**src/design/bbc_pkg.sv**
```systemverilog
// Shared types, constants and decode functions for the bracket balance checker.
package bbc_pkg;

  // Default sizes
  localparam int STACK_DEPTH = 64;
  localparam int POS_WIDTH   = 16;
  localparam int OUT_POS_W   = 16;
  localparam int OUT_POS_MAX = 65535;

  // Character codes
  localparam logic [7:0] CH_LPAREN  = 8'h28;
  localparam logic [7:0] CH_RPAREN  = 8'h29;
  localparam logic [7:0] CH_LSQUARE = 8'h5B;
  localparam logic [7:0] CH_RSQUARE = 8'h5D;
  localparam logic [7:0] CH_LCURLY  = 8'h7B;
  localparam logic [7:0] CH_RCURLY  = 8'h7D;
  localparam logic [7:0] CH_NEWLINE = 8'h0A;

  // Bracket kinds
  typedef enum logic [1:0] {
    KIND_PAREN  = 2'd0,
    KIND_SQUARE = 2'd1,
    KIND_CURLY  = 2'd2,
    KIND_NONE   = 2'd3
  } kind_t;

  // Verdict codes
  typedef enum logic [2:0] {
    ST_OK        = 3'd0,
    ST_NO_OPEN   = 3'd1,
    ST_MISMATCH  = 3'd2,
    ST_UNCLOSED  = 3'd3,
    ST_OVERFLOW  = 3'd4
  } status_t;

  // Stack operation sent down the cell chain
  typedef enum logic [1:0] {
    OP_HOLD = 2'd0,
    OP_PUSH = 2'd1,
    OP_POP  = 2'd2
  } op_t;

  function automatic kind_t open_kind(input logic [7:0] c);
    kind_t k;
    k = KIND_NONE;
    if (c == CH_LPAREN)  k = KIND_PAREN;
    if (c == CH_LSQUARE) k = KIND_SQUARE;
    if (c == CH_LCURLY)  k = KIND_CURLY;
    return k;
  endfunction

  function automatic kind_t close_kind(input logic [7:0] c);
    kind_t k;
    k = KIND_NONE;
    if (c == CH_RPAREN)  k = KIND_PAREN;
    if (c == CH_RSQUARE) k = KIND_SQUARE;
    if (c == CH_RCURLY)  k = KIND_CURLY;
    return k;
  endfunction

endpackage

```
**src/design/bbc_cell.sv**
```systemverilog
// One stack cell: holds an opener's kind and position, shifts with its neighbors.
module bbc_cell #(
  parameter int POS_W = bbc_pkg::POS_WIDTH
) (
  input  logic               clk,
  input  bbc_pkg::op_t       op,
  input  bbc_pkg::kind_t     up_kind,
  input  logic [POS_W-1:0]   up_row,
  input  logic [POS_W-1:0]   up_col,
  input  bbc_pkg::kind_t     dn_kind,
  input  logic [POS_W-1:0]   dn_row,
  input  logic [POS_W-1:0]   dn_col,
  output bbc_pkg::kind_t     kind_r,
  output logic [POS_W-1:0]   row_r,
  output logic [POS_W-1:0]   col_r
);

  // Push takes the entry from above, pop takes the one from below
  always_ff @(posedge clk) begin
    unique case (op)
      bbc_pkg::OP_PUSH: begin
        kind_r <= up_kind;
        row_r  <= up_row;
        col_r  <= up_col;
      end
      bbc_pkg::OP_POP: begin
        kind_r <= dn_kind;
        row_r  <= dn_row;
        col_r  <= dn_col;
      end
      default: begin
        kind_r <= kind_r;
        row_r  <= row_r;
        col_r  <= col_r;
      end
    endcase
  end

endmodule

```
**src/design/bbc_stack.sv**
```systemverilog
// Shift-register stack built as a chain of cells; cell 0 is the top.
module bbc_stack #(
  parameter int DEPTH = bbc_pkg::STACK_DEPTH,
  parameter int POS_W = bbc_pkg::POS_WIDTH
) (
  input  logic             clk,
  input  bbc_pkg::op_t     op,
  input  bbc_pkg::kind_t   push_kind,
  input  logic [POS_W-1:0] push_row,
  input  logic [POS_W-1:0] push_col,
  output bbc_pkg::kind_t   top_kind,
  output logic [POS_W-1:0] top_row,
  output logic [POS_W-1:0] top_col,
  output logic [POS_W-1:0] sec_row,
  output logic [POS_W-1:0] sec_col
);

  bbc_pkg::kind_t   kind_q [DEPTH];
  logic [POS_W-1:0] row_q  [DEPTH];
  logic [POS_W-1:0] col_q  [DEPTH];

  genvar i;
  generate
    for (i = 0; i < DEPTH; i++) begin : g_cell
      bbc_pkg::kind_t   up_k, dn_k;
      logic [POS_W-1:0] up_rw, up_cl, dn_rw, dn_cl;

      // Neighbor wiring; the ends see the new entry and their own contents
      if (i == 0) begin : g_top
        assign up_k  = push_kind;
        assign up_rw = push_row;
        assign up_cl = push_col;
      end else begin : g_mid_up
        assign up_k  = kind_q[i-1];
        assign up_rw = row_q[i-1];
        assign up_cl = col_q[i-1];
      end
      if (i == DEPTH-1) begin : g_bottom
        assign dn_k  = kind_q[i];
        assign dn_rw = row_q[i];
        assign dn_cl = col_q[i];
      end else begin : g_mid_dn
        assign dn_k  = kind_q[i+1];
        assign dn_rw = row_q[i+1];
        assign dn_cl = col_q[i+1];
      end

      bbc_cell #(.POS_W(POS_W)) u_cell (
        .clk     (clk),
        .op      (op),
        .up_kind (up_k),
        .up_row  (up_rw),
        .up_col  (up_cl),
        .dn_kind (dn_k),
        .dn_row  (dn_rw),
        .dn_col  (dn_cl),
        .kind_r  (kind_q[i]),
        .row_r   (row_q[i]),
        .col_r   (col_q[i])
      );
    end
  endgenerate

  assign top_kind = kind_q[0];
  assign top_row  = row_q[0];
  assign top_col  = col_q[0];
  assign sec_row  = row_q[1];
  assign sec_col  = col_q[1];

endmodule

```
**config.mk**
```make
export PLATFORM = sky130hd
export DESIGN_NAME = bbc_stack
export DESIGN_NICKNAME = d
export VERILOG_FILES = /design/src/design/bbc_pkg.sv /design/src/design/bbc_cell.sv /design/src/design/bbc_stack.sv
export SDC_FILE = /design/constraint.sdc
export NUM_CORES = 2
export LEC_CHECK = 0
export BUFFER_PORTS_ARGS = -buffer_cell sky130_fd_sc_hd__buf_2
export CORE_AREA = 2 2 284 567
export DETAILED_ROUTE_END_ITERATION = 7
export DIE_AREA = 0 0 286 569
export GPL_ROUTABILITY_DRIVEN = 0
export GPL_TIMING_DRIVEN = 0
export PLACE_DENSITY = 0.74
export SLEW_MARGIN = 20
export SYNTH_ARGS = -nofsm -noshare
export SYNTH_HDL_FRONTEND = slang
export SYNTH_SLANG_ARGS = --single-unit
export TNS_END_PERCENT = 50
```
**constraint.sdc**
```tcl
create_clock -name clk -period 135.4 [get_ports clk]
set_clock_uncertainty 0.15 [all_clocks]
set_input_delay 20.31 -clock clk [delete_from_list [all_inputs] [get_ports clk]]
set_output_delay 20.31 -clock clk [all_outputs]
set_load 0.05 [all_outputs]
```
==> summary.md <==
| Metric | Value |
|---|---|
| Fill count | 10.6k |
| Number of global-route vias before repair | 45.0k |
| Worst-Margin Slew | 0.691 ns |
| P&R area growth vs syn | 10.6% |
| Cell count after synthesis | 4562 |
| Startpoint types | input pin |
| Clk sink count | 2176 |
| Clock slew at reported path FFs | 0.06 ns |
| Reg2reg setup slack | 134.23 ns |
| GR peak layer | met2 |
| Resized cells post-CTS | 0 |
| Max clock buf depth | 3 |
| Nets@finish | 4912 |
| Top area cells in the synthesized netlist | edfxtp_1 (71%), mux2_2 (26%), buf_6 (1.6%) |
| Yosys cell types | 6 |
| Hpwl dp | 101 mm |
| Global Route met3 Usage | 2.46% |
| GRT Total Usage | 17.9% |
| Critical hold path startpoint | g_cell[62].u_cell.col_r[15] |
| Antenna-violating nets left | 0 |
| Max-slew violation count | 0 |
| Final Power | 1.60 mW |
| CTS Buf Count | 185 |
| Reg area | 65300 sq um |
| Asr flop ratio synth | 0% |
| Final core occ | 63.9% |
| # IOs | 103 |
| Initial core utilization | 57.7% |
| Pre-antenna DRT Iters | 5 |
| Status | finished, final reports clean |
| Worst Reg2Reg Path Length in Cells | 1 |
| Warnings from Yosys | 0 |
| DR iter-0 viols | 2513 |
| Wire per inst | 20.7 um |
| Share of cells above drive strength 1 | 55.3% |
| Worst hold slack | 0.294 ns |
| Drc violations | 0 |
| Critical Path End Type | flip-flop |
| Non-filler cells, final | 7120 |
| GRT overflow | 0 |
| Rel. slew slack | 53.9% |
| CP required | 135.68 ns |
| P_int | 1.24 mW |
| Reg-to-reg endpoint | g_cell[37].u_cell.col_r[15] |
| Comb power frac | 10.0% |
| FF+latch count, synth | 2176 |
| Area occupied by multi-input gates | 24200 sq um |
| Critical-path maximum fanout | 120 |
| Worst hold path class | reg -> reg |
| H-tree Lvls | 4 |
| Sequential Power Share | 57.0% |
| Design area | 101000 sq um |
| EDFF count, synth | 2176 |
| Worst slack, placed | 109.78 ns |
| Inst Count DP | 6775 |
| Synthesized area | 91500 sq um |
| Critical R2R Launch | g_cell[38].u_cell.col_r[15] |
| Number of cells on the worst hold path | 0 |
| Largest net degree at the start of global routing | 121 |
| Via density | 5.70 |
| Most common cell in the netlist | edfxtp_1 |
| Clk Latency, worst-skew pair | 0.80 ns |
| Row count | 207 |
| Endpoints failing setup | 0 |
| Fmax | 40.6 MHz |
| CTS tree | built |
| Synth top area share | 71.4% |
| # Max-Cap Violations | 0 |
| Vias post-DR | 40.6k |
| Final wirelength | 148 mm |
| Max VDD drop | 0.0136 mV |
| I/O Buffers | 102 |
| Die area | 163000 sq um |
| Area of the core | 159000 sq um |
| Critical path type | in -> reg |
| Total nets after synthesis | 4602 |
| Final min period | 24.66 ns |
| Initial antenna violation count | 1 |
| Final hold violations | 0 |
| Sw Share | 22.5% |
| Setup repair bufs after CTS | 0 |
| Die Ht | 569 um |
| Period utilization | 18.2% |
| CTS Root Cell | clkbuf_16 |
| Power Density | 15.8 nW/um^2 |
| RSZ-0062 raised after global routing | false |
| P_sw | 0.360 mW |
| Crit path DAT | 24.94 ns |
| Met2 GRT Util | 30.4% |
| Fin Setup TNS | 0 ns |
| Area post-placement | 95200 sq um |
| Clock power frac | 33.0% |
| Global-route wire length before repair | 238 mm |
| Pleak | 34.2 nW |
| Hold-fix buffers at CTS | 0 |
| Hold Path Sink | g_cell[63].u_cell.col_r[15] |
| Ys flop type | edfxtp_1 |
| Met1 Usage GRT | 24.8% |
| Most common library cells after synthesis | edfxtp_1 (2176), mux2_2 (2142), buf_6 (133) |
| Final setup margin | 110.74 ns |
| DIE WIDTH | 286 um |
| Sequential-to-total area share from yosys stat | 71.4% |
| Largest area contributor in the netlist | edfxtp_1 |
| Syn Area/Cell | 20.1 sq um |
==> metal layers <==
layer | part of all wire (%) | up-vias
met5 | 0 | -
li1 | - | 18738
met1 | 45 | 21230
met3 | 2.5 | 188
met2 | 51 | 439
met4 | 1.7 | 0
==> layout by cell type (no fill, tap or decap) <==
master,netlist,routed
clkinv_1,0,43
clkbuf_16,0,188
mux2_2,2142,2142
clkinvlp_4,0,11
clkinv_8,0,4
clkinv_2,0,48
ha_1,3,2
inv_8,0,1
bufinv_16,0,17
ha_2,0,1
inv_1,3,2
buf_6,133,133
diode_2,0,1
clkinv_4,0,2
inv_16,0,3
clkbuf_1,0,23
buf_2,105,207
clkinv_16,0,1
edfxtp_1,2176,2176
inv_6,0,4
buf_16,0,21
==> worst max-delay path by stage <==
stage	startpoint	end	slack, ns
2_1_floorplan	op[0]	g_cell[0].u_cell.col_r[0]	70.84
3_3_place_gp	op[0]	g_cell[0].u_cell.col_r[6]	56.96
3_5_place_dp	op[0]	g_cell[0].u_cell.col_r[6]	109.78
4_1_cts	op[0]	g_cell[18].u_cell.col_r[9]	110.72
5_1_grt	op[0]	g_cell[0].u_cell.col_r[6]	110.40
6_report	op[0]	g_cell[0].u_cell.col_r[6]	110.74
==> layout make-up <==
| type | count | area share, % |
|---|---|---|
| diodes | 1 | 0.00247 |
| plain buffers | 238 | 2.00 |
| clock buffers | 211 | 4.73 |
| clock inverters | 133 | 1.19 |
| inverters | 3 | 0.0185 |
| multi-input cells | 2145 | 23.9 |
| flip-flops and latches | 2176 | 64.5 |
| well taps | 2090 | 2.58 |
| repair buffers | 123 | 1.08 |
==> cell families (layout without fill, tap and decap cells) <==
group	after synthesis	count (layout)	synth area share (%)
other	0	1	0
DFF	2176	2176	71.4
buffers and inverters	241	708	2.22
adders and majority gates	3	3	0.0410
muxes	2142	2142	26.4
==> sequential cells by signal, summed over array words and instances, names as in the netlist <==
register	cells
g_cell.u_cell.kind_r	128
g_cell.u_cell.col_r	1024
g_cell.u_cell.row_r	1024
==> power by group through the flow <==
stage                     sequential [mW]  clock, mW  combinational (mW)
after floorplan                      1.03          0               0.123
after global placement               1.08          0               0.149
after detailed placement            0.929          0               0.162
after CTS                           0.915      0.542               0.164
after global routing                0.924      0.565               0.175
final                               0.913      0.529               0.161
==> worst max-delay path: stages <==
cell and delay (ns):
buf_2 0.10, inv_1 0.05, ha_1 0.36, inv_8 0.50
buf_16 0.50, buf_16 0.47, buf_16 0.48, buf_16 0.43
buf_16 0.46, buf_16 0.42, buf_16 0.38
(Power assumes the default switching activity.)
